===== src/usx_pkg.sv =====
// shared types, constants and the keystream step for the udp payload scrambler
// no dependencies; imported by every module of the block
package usx_pkg;

	localparam int unsigned POS_W      = 17;
	localparam int unsigned SEED_W     = 64;
	localparam int unsigned CFG_IDX_W  = 2;
	localparam int unsigned CFG_DATA_W = 64;
	localparam int unsigned QUEUE_DEPTH_DEF = 2;

	localparam logic [POS_W-1:0] POS_MAX = '1;

	// configuration register indexes
	localparam logic [CFG_IDX_W-1:0] REG_SEED      = 2'd0;
	localparam logic [CFG_IDX_W-1:0] REG_ZERO_CSUM = 2'd1;
	localparam logic [CFG_IDX_W-1:0] REG_IPV6_EN   = 2'd2;

	localparam logic [3:0] IP_V4     = 4'd4;
	localparam logic [3:0] IP_V6     = 4'd6;
	localparam logic [7:0] PROTO_UDP = 8'd17;

	localparam logic [POS_W-1:0] HDR_V4       = 17'd20;
	localparam logic [POS_W-1:0] HDR_V6       = 17'd40;
	localparam logic [POS_W-1:0] PROTO_OFF_V4 = 17'd9;
	localparam logic [POS_W-1:0] PROTO_OFF_V6 = 17'd6;

	// offsets inside the udp header
	localparam logic [POS_W-1:0] UDP_LEN_HI  = 17'd4;
	localparam logic [POS_W-1:0] UDP_LEN_LO  = 17'd5;
	localparam logic [POS_W-1:0] UDP_CSUM_HI = 17'd6;
	localparam logic [POS_W-1:0] UDP_CSUM_LO = 17'd7;
	localparam logic [POS_W-1:0] UDP_HDR_LEN = 17'd8;

	localparam int unsigned XS_A = 13;
	localparam int unsigned XS_B = 7;
	localparam int unsigned XS_C = 17;

	typedef enum logic [1:0] {
		VERDICT_SCRAMBLED   = 2'd0,
		VERDICT_NOT_UDP     = 2'd1,
		VERDICT_BAD_VERSION = 2'd2,
		VERDICT_TRUNCATED   = 2'd3
	} verdict_t;

	// one classified byte, handed from the front to the back
	typedef struct packed {
		logic [7:0] data;
		logic       last;
		verdict_t   verdict;
		logic       restart;
		logic       advance;
		logic       xor_en;
		logic       zero_en;
		logic [2:0] lane;
	} op_t;

	typedef struct packed {
		logic full;
		logic empty;
	} q_stat_t;

	function automatic logic [SEED_W-1:0] xs_advance(input logic [SEED_W-1:0] x);
		logic [SEED_W-1:0] a;
		logic [SEED_W-1:0] b;
		a = x ^ (x << XS_A);
		b = a ^ (a >> XS_B);
		return b ^ (b << XS_C);
	endfunction

endpackage


===== src/usx_if.sv =====
// valid/ready channel interfaces for packet bytes in and scrambled bytes out
// no dependencies
interface usx_in_if;
	logic       valid;
	logic       ready;
	logic [7:0] data_byte;
	logic       first_byte;
	logic       last_byte;

	modport source(output valid, data_byte, first_byte, last_byte, input ready);
	modport sink(input valid, data_byte, first_byte, last_byte, output ready);
endinterface

interface usx_out_if;
	logic       valid;
	logic       ready;
	logic [7:0] out_byte;
	logic       out_last;
	logic [1:0] verdict;

	modport source(output valid, out_byte, out_last, verdict, input ready);
	modport sink(input valid, out_byte, out_last, verdict, output ready);
endinterface


===== src/usx_front.sv =====
// header parser: tracks byte position and captured header fields, classifies each item
// depends on usx_pkg and usx_in_if
module usx_front
	import usx_pkg::*;
(
	input  logic         clk,
	input  logic         arst_n,
	usx_in_if.sink       in_ch,
	input  logic         ipv6_enable,
	input  logic         zero_checksum,
	input  q_stat_t      q_stat,
	output logic         push_valid,
	output op_t          push_op
);

	logic [POS_W-1:0] pos_q;
	logic [3:0]       ver_q;
	logic [7:0]       proto_q;
	logic [15:0]      len_q;

	logic [POS_W-1:0] pos;
	logic             pos0;
	logic [3:0]       ver;
	logic             ver_ok;
	logic [POS_W-1:0] hdr;
	logic [POS_W-1:0] proto_off;
	logic [POS_W-1:0] rel;
	logic [7:0]       proto_old;
	logic [7:0]       proto_new;
	logic [15:0]      len_old;
	logic [15:0]      len_new;
	logic             xor_en;
	logic             zero_en;
	logic             advance;
	logic [POS_W:0]   count;
	logic [POS_W:0]   need;
	verdict_t         verdict;
	logic             accept;

	assign in_ch.ready = !q_stat.full;
	assign accept      = in_ch.valid && !q_stat.full;
	assign push_valid  = accept;

	always_comb begin
		pos       = in_ch.first_byte ? '0 : pos_q;
		pos0      = (pos == '0);
		ver       = pos0 ? in_ch.data_byte[7:4] : ver_q;
		ver_ok    = (ver == IP_V4) || ((ver == IP_V6) && ipv6_enable);
		hdr       = (ver == IP_V4) ? HDR_V4 : HDR_V6;
		proto_off = (ver == IP_V4) ? PROTO_OFF_V4 : PROTO_OFF_V6;
		rel       = pos - hdr;
		proto_old = pos0 ? 8'd0 : proto_q;
		len_old   = pos0 ? 16'd0 : len_q;
		proto_new = proto_old;
		len_new   = len_old;
		xor_en    = 1'b0;
		zero_en   = 1'b0;
		advance   = 1'b0;
		if (ver_ok) begin
			if (pos == proto_off) begin
				proto_new = in_ch.data_byte;
			end
			if ((proto_new == PROTO_UDP) && (pos >= hdr)) begin
				if (rel == UDP_LEN_HI) begin
					len_new = {in_ch.data_byte, len_old[7:0]};
				end else if (rel == UDP_LEN_LO) begin
					len_new = {len_old[15:8], in_ch.data_byte};
				end else if ((rel == UDP_CSUM_HI) || (rel == UDP_CSUM_LO)) begin
					zero_en = zero_checksum && ({1'b0, len_old} >= UDP_HDR_LEN);
				end else if ((rel >= UDP_HDR_LEN) && (rel < {1'b0, len_old})) begin
					xor_en  = 1'b1;
					advance = (rel[2:0] == 3'd0);
				end
			end
		end

		count = {1'b0, pos} + 18'd1;
		need  = {1'b0, hdr} + {2'b00, len_new};
		if (!ver_ok) begin
			verdict = VERDICT_BAD_VERSION;
		end else if (pos < proto_off) begin
			verdict = VERDICT_TRUNCATED;
		end else if (proto_new != PROTO_UDP) begin
			verdict = VERDICT_NOT_UDP;
		end else if (({1'b0, len_new} < UDP_HDR_LEN) || (count < need)) begin
			verdict = VERDICT_TRUNCATED;
		end else begin
			verdict = VERDICT_SCRAMBLED;
		end

		push_op.data    = in_ch.data_byte;
		push_op.last    = in_ch.last_byte;
		push_op.verdict = in_ch.last_byte ? verdict : VERDICT_SCRAMBLED;
		push_op.restart = pos0;
		push_op.advance = advance;
		push_op.xor_en  = xor_en;
		push_op.zero_en = zero_en;
		push_op.lane    = rel[2:0];
	end

	always_ff @(posedge clk or negedge arst_n) begin
		if (!arst_n) begin
			pos_q   <= '0;
			ver_q   <= '0;
			proto_q <= '0;
			len_q   <= '0;
		end else if (accept) begin
			if (in_ch.last_byte) begin
				pos_q <= '0;
			end else if (pos < POS_MAX) begin
				pos_q <= pos + 17'd1;
			end else begin
				pos_q <= pos;
			end
			ver_q   <= ver;
			proto_q <= proto_new;
			len_q   <= len_new;
		end
	end

endmodule


===== src/usx_queue.sv =====
// short fifo of classified bytes between the parser and the keystream unit
// depends on usx_pkg
module usx_queue
	import usx_pkg::*;
#(
	parameter int unsigned DEPTH = QUEUE_DEPTH_DEF
) (
	input  logic    clk,
	input  logic    arst_n,
	input  logic    push,
	input  op_t     push_op,
	input  logic    pop,
	output op_t     pop_op,
	output q_stat_t q_stat
);

	localparam int unsigned PTR_W = (DEPTH > 1) ? $clog2(DEPTH) : 1;
	localparam int unsigned CNT_W = $clog2(DEPTH + 1);

	op_t              slot_q [DEPTH];
	logic [PTR_W-1:0] wr_ptr_q;
	logic [PTR_W-1:0] rd_ptr_q;
	logic [CNT_W-1:0] cnt_q;

	assign q_stat.full  = (cnt_q == CNT_W'(DEPTH));
	assign q_stat.empty = (cnt_q == '0);
	assign pop_op       = slot_q[rd_ptr_q];

	function automatic logic [PTR_W-1:0] ptr_inc(input logic [PTR_W-1:0] p);
		return (p == PTR_W'(DEPTH - 1)) ? '0 : p + PTR_W'(1);
	endfunction

	always_ff @(posedge clk) begin
		if (push) begin
			slot_q[wr_ptr_q] <= push_op;
		end
	end

	always_ff @(posedge clk or negedge arst_n) begin
		if (!arst_n) begin
			wr_ptr_q <= '0;
			rd_ptr_q <= '0;
			cnt_q    <= '0;
		end else begin
			if (push) begin
				wr_ptr_q <= ptr_inc(wr_ptr_q);
			end
			if (pop) begin
				rd_ptr_q <= ptr_inc(rd_ptr_q);
			end
			case ({push, pop})
				2'b10:   cnt_q <= cnt_q + CNT_W'(1);
				2'b01:   cnt_q <= cnt_q - CNT_W'(1);
				default: cnt_q <= cnt_q;
			endcase
		end
	end

endmodule


===== src/usx_back.sv =====
// keystream unit: runs the xorshift generator, applies xor or zeroing, output register
// depends on usx_pkg and usx_out_if
module usx_back
	import usx_pkg::*;
(
	input  logic              clk,
	input  logic              arst_n,
	input  logic [SEED_W-1:0] seed,
	input  q_stat_t           q_stat,
	input  op_t               pop_op,
	output logic              pop,
	usx_out_if.source         out_ch
);

	logic [SEED_W-1:0] word_q;
	logic              out_valid_q;
	logic [7:0]        out_byte_q;
	logic              out_last_q;
	verdict_t          verdict_q;

	logic [SEED_W-1:0] base;
	logic [SEED_W-1:0] word_nxt;
	logic [7:0]        ks_byte;
	logic [7:0]        res_byte;

	assign pop = !q_stat.empty && (!out_valid_q || out_ch.ready);

	always_comb begin
		base     = pop_op.restart ? seed : word_q;
		word_nxt = pop_op.advance ? xs_advance(base) : base;
		ks_byte  = word_nxt[{pop_op.lane, 3'b000} +: 8];
		if (pop_op.zero_en) begin
			res_byte = 8'd0;
		end else if (pop_op.xor_en) begin
			res_byte = pop_op.data ^ ks_byte;
		end else begin
			res_byte = pop_op.data;
		end
	end

	always_ff @(posedge clk or negedge arst_n) begin
		if (!arst_n) begin
			word_q      <= '0;
			out_valid_q <= 1'b0;
		end else begin
			if (pop) begin
				word_q      <= word_nxt;
				out_valid_q <= 1'b1;
			end else if (out_ch.ready) begin
				out_valid_q <= 1'b0;
			end
		end
	end

	always_ff @(posedge clk) begin
		if (pop) begin
			out_byte_q <= res_byte;
			out_last_q <= pop_op.last;
			verdict_q  <= pop_op.verdict;
		end
	end

	assign out_ch.valid    = out_valid_q;
	assign out_ch.out_byte = out_byte_q;
	assign out_ch.out_last = out_last_q;
	assign out_ch.verdict  = verdict_q;

endmodule


===== src/udp_payload_xorshift_scrambler_core.sv =====
// an accepted item is written into the queue, then moved into the output register of the
// keystream unit, from which it is presented on the output
// throughput: one item per cycle sustained while out_ch.ready holds; the xorshift step
// and byte xor are combinational in the keystream unit, the header parser in the front
// the byte queue between them lets either side stall for QUEUE_DEPTH items
// reset (arst_n low, asynchronous): position and header fields cleared, queue emptied,
// seed and zero_checksum cleared, ipv6_enable set; no clearing pass, ready right after reset
module udp_payload_xorshift_scrambler_core
	import usx_pkg::*;
#(
	parameter int unsigned QUEUE_DEPTH = QUEUE_DEPTH_DEF
) (
	input  logic                  clk,
	input  logic                  arst_n,
	usx_in_if.sink                in_ch,
	usx_out_if.source             out_ch,
	input  logic                  cfg_we,
	input  logic [CFG_IDX_W-1:0]  cfg_index,
	input  logic [CFG_DATA_W-1:0] cfg_wdata
);

	// configuration registers; the user must write them only while the block is idle, the block does not enforce it
	logic [SEED_W-1:0] seed_q;
	logic              zero_csum_q;
	logic              ipv6_en_q;

	// front to queue and queue to back
	logic    push;
	op_t     push_op;
	logic    pop;
	op_t     pop_op;
	q_stat_t q_stat;

	always_ff @(posedge clk or negedge arst_n) begin
		if (!arst_n) begin
			seed_q      <= '0;
			zero_csum_q <= 1'b0;
			ipv6_en_q   <= 1'b1;
		end else if (cfg_we) begin
			case (cfg_index)
				REG_SEED:      seed_q      <= cfg_wdata[SEED_W-1:0];
				REG_ZERO_CSUM: zero_csum_q <= cfg_wdata[0];
				REG_IPV6_EN:   ipv6_en_q   <= cfg_wdata[0];
				default:       ; // unmapped index, write dropped
			endcase
		end
	end

	// header parser: version, protocol and udp length capture, per-byte classification
	usx_front u_front (
		.clk           (clk),
		.arst_n        (arst_n),
		.in_ch         (in_ch),
		.ipv6_enable   (ipv6_en_q),
		.zero_checksum (zero_csum_q),
		.q_stat        (q_stat),
		.push_valid    (push),
		.push_op       (push_op)
	);

	// decoupling queue of classified bytes
	usx_queue #(
		.DEPTH (QUEUE_DEPTH)
	) u_queue (
		.clk     (clk),
		.arst_n  (arst_n),
		.push    (push),
		.push_op (push_op),
		.pop     (pop),
		.pop_op  (pop_op),
		.q_stat  (q_stat)
	);

	// keystream generator and output register; the seed is loaded on the first byte
	usx_back u_back (
		.clk    (clk),
		.arst_n (arst_n),
		.seed   (seed_q),
		.q_stat (q_stat),
		.pop_op (pop_op),
		.pop    (pop),
		.out_ch (out_ch)
	);

	// a verdict other than scrambled only travels with the last byte of a packet
	a_verdict_on_last: assert property (@(posedge clk) disable iff (!arst_n)
		(out_ch.valid && !out_ch.out_last) |-> (out_ch.verdict == VERDICT_SCRAMBLED))
		else $error("verdict set on a byte that is not last");

	// an accepted item is held either in the queue or in the output register
	a_item_kept: assert property (@(posedge clk) disable iff (!arst_n)
		(in_ch.valid && in_ch.ready) |=> (!q_stat.empty || out_ch.valid))
		else $error("accepted item lost");

	// queue occupancy flags never contradict
	a_queue_flags: assert property (@(posedge clk) disable iff (!arst_n)
		!(q_stat.full && q_stat.empty))
		else $error("queue full and empty at once");

endmodule

===== src/flat_wrapper.sv =====
// flat-port wrapper written by rule: the top's interface ports become plain ports
module udp_payload_xorshift_scrambler_core_flat import usx_pkg::*;
#(
	parameter int unsigned QUEUE_DEPTH = QUEUE_DEPTH_DEF
)
  (clk, arst_n, cfg_we, cfg_index, cfg_wdata, in_ch_valid, in_ch_data_byte, in_ch_first_byte, in_ch_last_byte, in_ch_ready, out_ch_valid, out_ch_out_byte, out_ch_out_last, out_ch_verdict, out_ch_ready);
  usx_in_if in_ch_i ();
  usx_out_if out_ch_i ();
  input  logic clk;
  input  logic arst_n;
  input  logic cfg_we;
  input  logic [CFG_IDX_W-1:0] cfg_index;
  input  logic [CFG_DATA_W-1:0] cfg_wdata;
  input wire logic [$bits(in_ch_i.valid)-1:0] in_ch_valid;
  input wire logic [$bits(in_ch_i.data_byte)-1:0] in_ch_data_byte;
  input wire logic [$bits(in_ch_i.first_byte)-1:0] in_ch_first_byte;
  input wire logic [$bits(in_ch_i.last_byte)-1:0] in_ch_last_byte;
  output wire logic [$bits(in_ch_i.ready)-1:0] in_ch_ready;
  output wire logic [$bits(out_ch_i.valid)-1:0] out_ch_valid;
  output wire logic [$bits(out_ch_i.out_byte)-1:0] out_ch_out_byte;
  output wire logic [$bits(out_ch_i.out_last)-1:0] out_ch_out_last;
  output wire logic [$bits(out_ch_i.verdict)-1:0] out_ch_verdict;
  input wire logic [$bits(out_ch_i.ready)-1:0] out_ch_ready;
  assign in_ch_i.valid = in_ch_valid;
  assign in_ch_i.data_byte = in_ch_data_byte;
  assign in_ch_i.first_byte = in_ch_first_byte;
  assign in_ch_i.last_byte = in_ch_last_byte;
  assign in_ch_ready = in_ch_i.ready;
  assign out_ch_valid = out_ch_i.valid;
  assign out_ch_out_byte = out_ch_i.out_byte;
  assign out_ch_out_last = out_ch_i.out_last;
  assign out_ch_verdict = out_ch_i.verdict;
  assign out_ch_i.ready = out_ch_ready;
  udp_payload_xorshift_scrambler_core #(.QUEUE_DEPTH(QUEUE_DEPTH)) u_core (.clk(clk), .arst_n(arst_n), .in_ch(in_ch_i), .out_ch(out_ch_i), .cfg_we(cfg_we), .cfg_index(cfg_index), .cfg_wdata(cfg_wdata));
endmodule

===== config.mk =====
export PLATFORM = sky130hd
export DESIGN_NAME = udp_payload_xorshift_scrambler_core_flat
export DESIGN_NICKNAME = d
export VERILOG_FILES = /design/src/usx_pkg.sv /design/src/usx_if.sv /design/src/usx_front.sv /design/src/usx_queue.sv /design/src/usx_back.sv /design/src/udp_payload_xorshift_scrambler_core.sv /design/src/flat_wrapper.sv
export SDC_FILE = /design/constraint.sdc
export NUM_CORES = 1
export LEC_CHECK = 0
export BUFFER_PORTS_ARGS = -buffer_cell sky130_fd_sc_hd__buf_2
export CELL_PAD_IN_SITES_DETAIL_PLACEMENT = 0
export CELL_PAD_IN_SITES_GLOBAL_PLACEMENT = 1
export CORE_MARGIN = 2
export CORE_UTILIZATION = 49
export DETAILED_ROUTE_END_ITERATION = 12
export HOLD_SLACK_MARGIN = 0.02
export PLACE_DENSITY = 0.78
export REMOVE_ABC_BUFFERS = 1
export SYNTH_ARGS = -nofsm -noshare
export SYNTH_HDL_FRONTEND = slang
export SYNTH_SLANG_ARGS = --single-unit

===== constraint.sdc =====
create_clock -name clk -period 8.6 [get_ports clk]
set_input_delay 1.29 -clock clk [delete_from_list [all_inputs] [get_ports clk]]
set_output_delay 1.29 -clock clk [all_outputs]
set_load 0.005 [all_outputs]

Yosys cells after proc, flatten, opt, wreduce, memory -nomap -nowiden
Memory sizes are Yosys's and may differ from the RTL's.
Cells that the tools add are included.

word-level totals
  memories = 1
  logic and storage cells = 120
  latch bits = 0
  input bits = 81
  flip-flop bits (word level) = 191
  RAM bits = 36
  bits in read-only memories = 0
  output and inout bits = 13

memory list
  name                   words  bits a word  read ports  clocked after Yosys merged registers in  write ports  line             text
  u_core.u_queue.slot_q  2      18           1           0                                        1            usx_queue.sv:20  op_t slot_q [DEPTH];

operators by class
  bitwise gates (word level) = 4
  magnitude comparators = 8
  multiplexer cells = 47
  divide/modulo/power cells = 0
  equality and inequality tests = 14
  reduce and logical (&&, ||, !) cells = 22
  shifts and indexed selects = 1
  multipliers = 0
  add/sub/neg operators = 8

operators with widths
  operator                                                     number
  two-way mux 64 bit                                           2
  bitwise XOR 64 bit                                           2
  == test 17 x 3 -> 1 bit, second input constant               4
  two-way mux 16 bit                                           4
  indexed part select 64 x 7 -> 8 bit                          1
  bitwise XOR 64 x 57 -> 64 bit                                1
  two-way mux 17 bit                                           3
  two-way mux 8 bit                                            6
  two-way mux 1 bit                                            23
  adder 17 x 1 -> 18 bit, second input constant                1
  less-than comparator 18 x 17 -> 1 bit                        1
  adder 17 x 1 -> 17 bit, second input constant                1
  adder 6 x 16 -> 17 bit                                       1
  == test 17 x 4 -> 1 bit                                      1
  >= comparator 17 x 4 -> 1 bit, second input constant         1
  >= comparator 17 x 6 -> 1 bit                                1
  logical NOT 17 bit                                           1
  less-than comparator 17 x 16 -> 1 bit                        1
  less-than comparator 17 bit, second input constant           1
  less-than comparator 17 x 4 -> 1 bit                         1
  subtractor 17 x 6 -> 17 bit                                  1
  >= comparator 16 x 4 -> 1 bit, second input constant         1
  less-than comparator 16 x 4 -> 1 bit, second input constant  1
  two-way mux 2 bit                                            5
  19 further kinds                                             39

Logic depth before layout (Yosys ltp)
Gate-level depths: netlist of run 1.

  word-level depth = 20
  mapped depth = 42
  depth with buffers taken out = 37

Modules after synthesis
From an unflattened synthesis of run 1, not the netlist that was laid out.

second synthesis, totals
  cells, all modules = 1910
  area, all modules = 18484.0 um^2

modules (own cells, without submodules)
  module                               area each (um^2)  cells an instance  sequential area each (um^2)  times used
  usx_back                             9161.3            1051               1956.9                       1
  usx_front                            5009.8            645                1126.1                       1
  udp_payload_xorshift_scrambler_core  2780.2            142                1652.8                       1
  usx_queue                            1532.7            72                 1181.1                       1

Worst setup path after synthesis of run 1
No wires, ideal clock.

  path kind = in2reg
  start = input port in_ch_first_byte
  end = memory u_core.u_queue.slot_q[0][7] (netlist bit), data pin
  stages on the path = 38
  arrival = 8.796 ns
  setup slack = -0.368 ns
  library setup time = 0.172 ns
  data required time = 8.428 ns
  path buffers = 4
  cell sequence = buf_1 -> inv_1 -> clkbuf_1 -> nand2_1 -> ha_1 -> inv_1 -> o21ai_0 -> o211a_1 -> buf_6 -> ha_1 -> and3_1 -> a211oi_1 -> nor3b_1 -> a31oi_1 -> a2111oi_0 -> nor2b_1 -> nor4b_1 -> and3_1 -> [2 not listed] -> ha_1 -> a21o_1 -> nor2_1 -> o31ai_1 -> a21oi_1 -> a211oi_4 -> nand3b_1 -> a22o_1 -> ha_1 -> a21o_1 -> a21o_1 -> a21oi_1 -> nor2b_1 -> o21ai_0 -> nand2b_1 -> a2111oi_0 -> nand2_1 -> a41oi_1

RTL lines
  element             line                text
  start: declaration  flat_wrapper.sv:16  input wire logic [$bits(in_ch_i.first_byte)-1:0] in_ch_first_byte;
  end: declaration    usx_queue.sv:20

==> results of run 1 <==
[registers in the layout (all words and copies together) (netlist names)]
signal,count
u_core.u_queue.slot_q,36
u_core.u_queue.cnt_q,2
u_core.u_back.out_ch.valid,1
u_core.u_back.out_ch.out_last,1
u_core.u_queue.rd_ptr_q,1
u_core.u_back.out_ch.verdict,2
u_core.u_front.ver_q,4
u_core.u_queue.wr_ptr_q,1
u_core.u_back.word_q,64
u_core.u_front.pos_q,17
u_core.seed_q,64
u_core.u_front.proto_q,8
u_core.ipv6_en_q,1
u_core.u_back.out_ch.out_byte,8
u_core.u_front.len_q,16
u_core.zero_csum_q,1
[layer usage]
layer / share of wire / vias up
met5: 0.00027 / -
met4: 0.026 / 2
met3: 0.088 / 82
met2: 0.42 / 566
met1: 0.47 / 6291
li1: - / 6174
[stage by stage]
| stage | power [mW] | setup WS (ns) |
|---|---|---|
| 5_1_grt | 8.01 | -0.0259 |
| 3_3_place_gp | 6.08 | 0.0222 |
| 4_1_cts | 7.51 | 0.383 |
| 2_1_floorplan | 4.92 | 0.0658 |
| 6_report | 7.56 | 0.511 |
| 3_5_place_dp | 6.14 | -0.158 |
[cells in the final DEF, fill, tap and decap left out, drive strengths merged, types with 10 or more instances in the layout]
cell,netlist,layout
a211oi,21,21
a21oi,80,80
nand2b,11,11
edfxtp,47,47
ha,41,41
mux2i,81,81
mux2,86,86
nand3,27,27
nand2,249,249
xor2,80,80
buf,22,202
nor2,151,151
a21o,12,12
and3,11,11
nor4,10,10
nand4,16,16
clkbuf,71,32
a22o,28,28
dfrtp,179,179
xnor2,197,197
nor2b,15,15
o211ai,10,10
inv,22,26
nor3,21,21
o21ai,92,92
[where the power goes]
| group | switching, mW | leakage, nW | total [mW] | internal (mW) |
|---|---|---|---|---|
| sequential | 0.249 | 2.69 | 1.69 | 1.44 |
| combinational | 2.64 | 4.61 | 4.52 | 1.88 |
| clock | 0.510 | 0.506 | 1.34 | 0.834 |
[layout make-up]
type	count	area, sq um	area share
inverter	22	82.6	0.00451
clock inverter	21	337	0.0184
tap	402	503	0.0274
timing repair buffer	203	1300	0.0709
multi-input combinational	1345	9460	0.516
sequential	227	5920	0.323
clock buffer	31	732	0.0399
[worst max-delay path, delay by kind of cell (launching register included)]
family | cells | cell delay (ns)
buffers and inverters | 2 | 0.33
AOI/OAI and AO/OA | 18 | 3.75
adders and majority gates | 3 | 0.81
and+or+nand+nor | 12 | 2.61
DFF | 1 | 0.38
[cells in the mapped netlist, drive strengths merged (3+ instances only)]
library cell	number	area, sq um
mux2i	81	811
a22o	28	245
a22oi	3	22.5
nor2	151	567
inv	22	82.6
or3	7	43.8
nand3b	3	22.5
a211oi	21	183
nor4	10	98.8
dfrtp	179	4480
nor2b	15	93.8
mux4	9	203
xnor2	197	1730
nor3b	3	22.5
a21oi	80	408
or4	9	75.1
and3	11	68.8
buf	22	96.3
and2	9	56.3
a41oi	3	26.3
o31ai	7	52.6
o21ai	92	464
nand3	27	135
nand4	16	100
xor2	80	701
edfxtp	47	1410
nand2	249	935
a31oi	7	43.8
nor4b	6	65.1
mux2	86	968
o211ai	10	88.8
nand2b	11	68.8
clkbuf	71	267
a21o	12	90.1
o21bai	3	22.5
nor3	21	116
ha	41	513
a2111oi	5	45.0
[how the worst max path moves through the flow]
stage / start / end / slack, ns / depth (start not counted)
floorplan: in_ch_first_byte / u_core.u_queue.slot_q[0][7]$_DFFE_PP_ / 0.07 / 35
global placement: in_ch_data_byte[4] / u_core.u_queue.slot_q[0][7]$_DFFE_PP_ / 0.02 / 35
detailed placement: in_ch_data_byte[4] / u_core.u_queue.slot_q[0][7]$_DFFE_PP_ / -0.16 / 36
CTS: in_ch_data_byte[4] / u_core.u_queue.slot_q[0][7]$_DFFE_PP_ / 0.38 / 36
global route: u_core.u_front.pos_q[12]$_DFFE_PN0P_ / u_core.u_queue.slot_q[1][8]$_DFFE_PP_ / -0.03 / 35
finish: u_core.u_front.pos_q[12]$_DFFE_PN0P_ / u_core.u_queue.slot_q[0][7]$_DFFE_PP_ / 0.51 / 35
[logic make-up after synthesis]
family | Yosys count | synth area share
simple gates | 556 | 0.161
compound gates | 294 | 0.121
xor+xnor | 277 | 0.154
flops | 227 | 0.376
mux | 176 | 0.126
buf+inv | 115 | 0.0283
fa+ha+maj | 42 | 0.0338
[repair_timing]
item	CTS	global route
hold buffers	0	0
endpoints found under the setup margin	0	4
hold endpoints to repair	0	0
gates resized for setup	0	3
==> impl_metrics.env, run 1 <==
export IMPL_status="finished clean"
export IMPL_grt_pass1_vias=12600
export IMPL_track_usage=0.290
export IMPL_routedWlPerCell_um=21.5
export IMPL_coreArea_sq_um=31600
export IMPL_fin_skew_ns=0.0181
export IMPL_tns_ns=0
export IMPL_num_rows=65
export IMPL_hp_start="u_core.u_front.len_q[4]$_DFFE_PN0P_"
export IMPL_dp_cells=2199
export IMPL_critPathRequiredTime_ns=8.99
export IMPL_die_h_um=183
export IMPL_r2r_setup_slack_ns=0.51
export IMPL_drive_above_1_share=0.208
export IMPL_dr_pass1_iters=6
export IMPL_path_clk_slew_ns=0.07
export IMPL_postSynthCellCount=1687
export IMPL_viasPerCell=5.83
export IMPL_fin_crit_ns=8.09
export IMPL_async_flop_share=0.793
export IMPL_grt_max_degree=88
export IMPL_layoutNonFillerInstCount=2251
export IMPL_numCtsBuffers=28
export IMPL_worst_hold_path_num_cells=2
export IMPL_max_stage_delay_ns=0.57
export IMPL_grt_pass1_wl_um=74600
export IMPL_slew_headroom=0.260
export IMPL_cts_htree_levels=1
export IMPL_fill_cells=2804
export IMPL_reg2reg_to="u_core.u_queue.slot_q[0][7]$_DFFE_PP_"
export IMPL_antenna_found_initial=3
export IMPL_synth_edff_count=47
export IMPL_use_met1=0.429
export IMPL_synth_flop_cell="dfrtp_1"
export IMPL_portBuffers=93
export IMPL_critPathSlowestCell="or4_4"
export IMPL_yosys_warnings=0
export IMPL_start_util=0.498
export IMPL_post_cts_setup_buffers=0
export IMPL_wl_um=48400
export IMPL_clk_latency_ns=0.57
export IMPL_gp_congestion=0.955
export IMPL_dieWidth_um=183
export IMPL_leakage_nw=7.80
export IMPL_p_per_area_nw_per_um2=412
export IMPL_syn_cell_area_sq_um=15800
export IMPL_clock_sinks=227
export IMPL_yosysSeqAreaShare=0.376
export IMPL_drtIter0Drc=1163
export IMPL_ys_types=80
export IMPL_max_freq_mhz=124
export IMPL_r2r_start="u_core.u_front.pos_q[12]$_DFFE_PN0P_"
export IMPL_met2_usage=0.431
export IMPL_worstHoldEndpoint="u_core.u_front.len_q[4]$_DFFE_PN0P_"
export IMPL_placed_area_sq_um=17200
export IMPL_min_period_over_period=0.941
export IMPL_min_path_type="flop to flop"
export IMPL_syn_to_final_growth_pct=16.3
export IMPL_hold_worst_slack_ns=0.474
export IMPL_crit_type="flop to flop"
export IMPL_drv_slew=0
export IMPL_overflow=0
export IMPL_cts_root_buf="clkbuf_16"
export IMPL_diodes=0
export IMPL_vdd_ir_drop_max_uv=358
export IMPL_crit_fanout=5
export IMPL_r2r_cells=35
export IMPL_utilization=0.579
export IMPL_cp_end_kind="flop"
export IMPL_final_cell_area_sq_um=18300
export IMPL_syn_avg_cell_area_sq_um=9.34
export IMPL_cts_tree="yes"
export IMPL_use_met3=0.0616
export IMPL_worstPathArrival_ns=8.48
export IMPL_start_kind="flop"
export IMPL_ios=94
export IMPL_tightest_slew_ns=1.08
export IMPL_max_cap_violations=0
export IMPL_dp_hpwl_um=36000
export IMPL_hold_violations=0
export IMPL_vias=13100
export IMPL_finalSetupViolCount=0
export IMPL_final_antenna_net_count=0
export IMPL_top_usage_layer="met2"
export IMPL_clk_path_buf_depth=3
export IMPL_final_nets=1950
export IMPL_drc=0
export IMPL_synth_seq_cells=227
export IMPL_die_area_sq_um=33600
No activity file was read; power rests on OpenSTA's default activity.
==> run 2, diff against run 1 <==
--- a/config.mk
+++ b/config.mk
@@ -5,14 +5,15 @@
 export SDC_FILE = /design/constraint.sdc
 export NUM_CORES = 1
 export LEC_CHECK = 0
+export ABC_AREA = 1
 export BUFFER_PORTS_ARGS = -buffer_cell sky130_fd_sc_hd__buf_2
 export CELL_PAD_IN_SITES_DETAIL_PLACEMENT = 0
 export CELL_PAD_IN_SITES_GLOBAL_PLACEMENT = 1
 export CORE_MARGIN = 2
-export CORE_UTILIZATION = 49
+export CORE_UTILIZATION = 46
 export DETAILED_ROUTE_END_ITERATION = 12
 export HOLD_SLACK_MARGIN = 0.02
-export PLACE_DENSITY = 0.78
+export PLACE_DENSITY = 0.77
 export REMOVE_ABC_BUFFERS = 1
 export SYNTH_ARGS = -nofsm -noshare
 export SYNTH_HDL_FRONTEND = slang
==> run 2 against run 1 <==
Compared with the run above:
- sequential power decreased by 5%
- global-route usage fell by 2.7 points
- non-clock buffer count decreased by 87
- clock skew hardly changed
- final cell count rose by 13%
- power grew 5.9%
- via count is 1.7% higher
- die area is 3.3% higher
- combinational power increased by 16%
- clock power fell by 16%
- critical endpoint is now u_core.u_queue.slot_q[1][8]$_DFFE_PP_
- highest routed layer is now met4
==> impl_metrics.env, run 2 <==
export IMPL_overflow=0
export IMPL_dr_pass1_iters=5
export IMPL_swShare=0.497
export IMPL_final_common_cell="nand2_1"
export IMPL_combPwrFrac=0.656
export IMPL_max_cap_violations=0
export IMPL_worstPathArrival_ns=8.12
export IMPL_syn_cell_area_sq_um=15300
export IMPL_cts_root_buf="clkbuf_16"
export IMPL_r2r_setup_slack_ns=1.28
export IMPL_hold_violations=0
export IMPL_wl_um=44900
export IMPL_post_cts_setup_buffers=0
export IMPL_drive_above_1_share=0.140
export IMPL_hold_buffers=0
export IMPL_grt_max_degree=118
export IMPL_cp_end_kind="flop"
export IMPL_fin_crit_ns=7.84
export IMPL_status="finished clean"
export IMPL_viasPerCell=5.26
export IMPL_final_antenna_net_count=0
export IMPL_start_util=0.468
export IMPL_r2r_start="u_core.u_front.pos_q[1]$_DFFE_PN0P_"
export IMPL_min_path_type="flop to flop"
export IMPL_critPathSlowestCell="fa_1"
export IMPL_grt_pass1_wl_um=70600
export IMPL_finalSetupViolCount=0
export IMPL_p_per_area_nw_per_um2=469
export IMPL_critPathRequiredTime_ns=8.88
export IMPL_gp_congestion=0.931
export IMPL_die_area_sq_um=34700
export IMPL_clk_path_buf_depth=3
export IMPL_track_usage=0.263
export IMPL_path_clk_slew_ns=0.06
export IMPL_final_nets=2195
export IMPL_worst_hold_path_num_cells=2
export IMPL_diodes=0
export IMPL_cts_resized=0
export IMPL_final_cell_mix="nand2_1 (528), o21ai_0 (212), inv_1 (185)"
export IMPL_yosys_area_top_type_share=0.293
export IMPL_cellInternalPower_mw=4.03
export IMPL_synth_edff_count=47
export IMPL_utilization=0.523
export IMPL_placed_area_sq_um=16200
export IMPL_tns_ns=0
export IMPL_cpMostUsedCell="nand2_1"
export IMPL_async_flop_share=0.793
export IMPL_die_h_um=186
export IMPL_start_kind="input port"
export IMPL_dp_hpwl_um=34300
export IMPL_portBuffers=93
export IMPL_worstHoldEndpoint="u_core.u_back.word_q[28]$_DFFE_PN0P_"
export IMPL_final_cell_area_sq_um=17100
export IMPL_synth_flop_cell="dfrtp_1"
export IMPL_drv_slew=0
export IMPL_synth_top_area_cell="dfrtp_1"
export IMPL_crit_type="input port to flop"
export IMPL_drc=0
export IMPL_tightest_slew_ns=0.934
export IMPL_yosys_warnings=0
export IMPL_p_total_mw=8.00
export IMPL_r2r_cells=49
export IMPL_pwr_share_clk=0.142
export IMPL_coreArea_sq_um=32600
export IMPL_ys_types=58
export IMPL_leakage_nw=8.11
export IMPL_power_frac_seq=0.202
export IMPL_antenna_found_initial=0
export IMPL_clk_latency_ns=0.54
export IMPL_routedWlPerCell_um=17.7
export IMPL_crit_fanout=13
export IMPL_reg2reg_to="u_core.u_queue.slot_q[1][8]$_DFFE_PP_"
export IMPL_ys_top_cells_by_area="dfrtp_1 (29%), nand2_1 (13%), edfxtp_1 (9.2%)"
export IMPL_cts_tree="yes"
export IMPL_drtIter0Drc=705
export IMPL_rsz0062_at_grt="false"
export IMPL_syn_avg_cell_area_sq_um=7.63
export IMPL_vias=13300
export IMPL_num_rows=66
export IMPL_cts_htree_levels=1
export IMPL_min_period_over_period=0.912
export IMPL_clock_sinks=227
export IMPL_max_stage_delay_ns=0.42
export IMPL_ios=94
export IMPL_grt_pass1_vias=13100
export IMPL_max_freq_mhz=128
export IMPL_vdd_ir_drop_max_uv=264
export IMPL_synth_seq_cells=227
export IMPL_dieWidth_um=186
export IMPL_syn_to_final_growth_pct=11.7
export IMPL_yosysMostFrequentCell="nand2_1"
export IMPL_slew_headroom=0.377
export IMPL_numCtsBuffers=27
export IMPL_hp_start="u_core.u_back.word_q[28]$_DFFE_PN0P_"
export IMPL_power_switching_mw=3.97
export IMPL_fin_skew_ns=0.0181
export IMPL_netlist_top_cells_count="nand2_1 (529), o21ai_0 (214), inv_1 (186)"
export IMPL_yosysSeqAreaShare=0.387
export IMPL_postSynthCellCount=2003
export IMPL_reg_top3="u_core.seed_q x64, u_core.u_back.word_q x64, u_core.u_queue.slot_q x36"
==> run 2: stage by stage <==
step / setup slack [ns] / hold slack (ns) / instances
after global placement: 0.507 / 0.460 / 2485
after CTS: 0.824 / 0.482 / 2533
after global routing: 0.172 / 0.495 / 2533
after floorplan: 1.30 / 0.444 / 1927
after detailed placement: 0.285 / 0.468 / 2485
final: 0.758 / 0.478 / 2533
==> run 2: final cells by class <==
class                   instances  area (sq um)
clock buffers                  42           815
clock inverters                 6          61.3
fillers                      3241         15500
inverters                     204           767
multi-input cells            1496          8310
flip-flops and latches        227          5920
well taps                     442           553
repair buffers                116           647
==> run 2: kinds of logic (layout without fill, tap and decap cells) <==
logic type,after synthesis,in the layout,synth area share
buffers and inverters,280,368,0.0710
and+or+nand+nor,893,893,0.254
adders and majority gates,42,42,0.0349
AOI/OAI and AO/OA,344,344,0.121
xor gates and xnor gates,168,168,0.0968
muxes,49,49,0.0356
DFF,227,227,0.387
==> run 2: power groups by stage <==
stage | Combinational (mW) | Clock [mW] | Sequential (mW)
finish | 5.25 | 1.13 | 1.61
global route | 5.80 | 1.20 | 1.65
CTS | 5.25 | 1.16 | 1.61
detailed placement | 5.22 | 0 | 1.63
global placement | 5.16 | 0 | 1.62
floorplan | 3.84 | 0 | 1.61
==> run 2: worst max-delay path: cells and delay by family <==
family / cells / cell delay, ns
AO/OA/AOI/OAI: 4 / 0.32
adder cells (fa/ha/maj): 6 / 1.71
AND/OR/NAND/NOR: 32 / 4.11
buffers and inverters: 7 / 0.68
==> run 2: per-layer routing <==
layer  share of wire  GRT usage  vias up  wire [um]
met5               0          0        -          0
met4           0.051      0.125        0       2300
met3           0.047     0.0350      116       2100
met2            0.49      0.467      364      22000
met1            0.41      0.316     6195      18500
li1                -          -     6657          -
==> run 2: how the worst max path moves through the flow <==
stage | start | to | slack, ns | cells after the start
floorplan | in_ch_first_byte | u_core.u_queue.slot_q[0][7]$_DFFE_PP_ | 1.30 | 47
global placement | in_ch_first_byte | u_core.u_queue.slot_q[0][7]$_DFFE_PP_ | 0.51 | 45
detailed placement | in_ch_first_byte | u_core.u_queue.slot_q[0][7]$_DFFE_PP_ | 0.29 | 44
CTS | in_ch_first_byte | u_core.u_queue.slot_q[0][7]$_DFFE_PP_ | 0.82 | 44
global route | in_ch_first_byte | u_core.u_queue.slot_q[1][7]$_DFFE_PP_ | 0.17 | 45
finish | in_ch_first_byte | u_core.u_queue.slot_q[1][8]$_DFFE_PP_ | 0.76 | 49
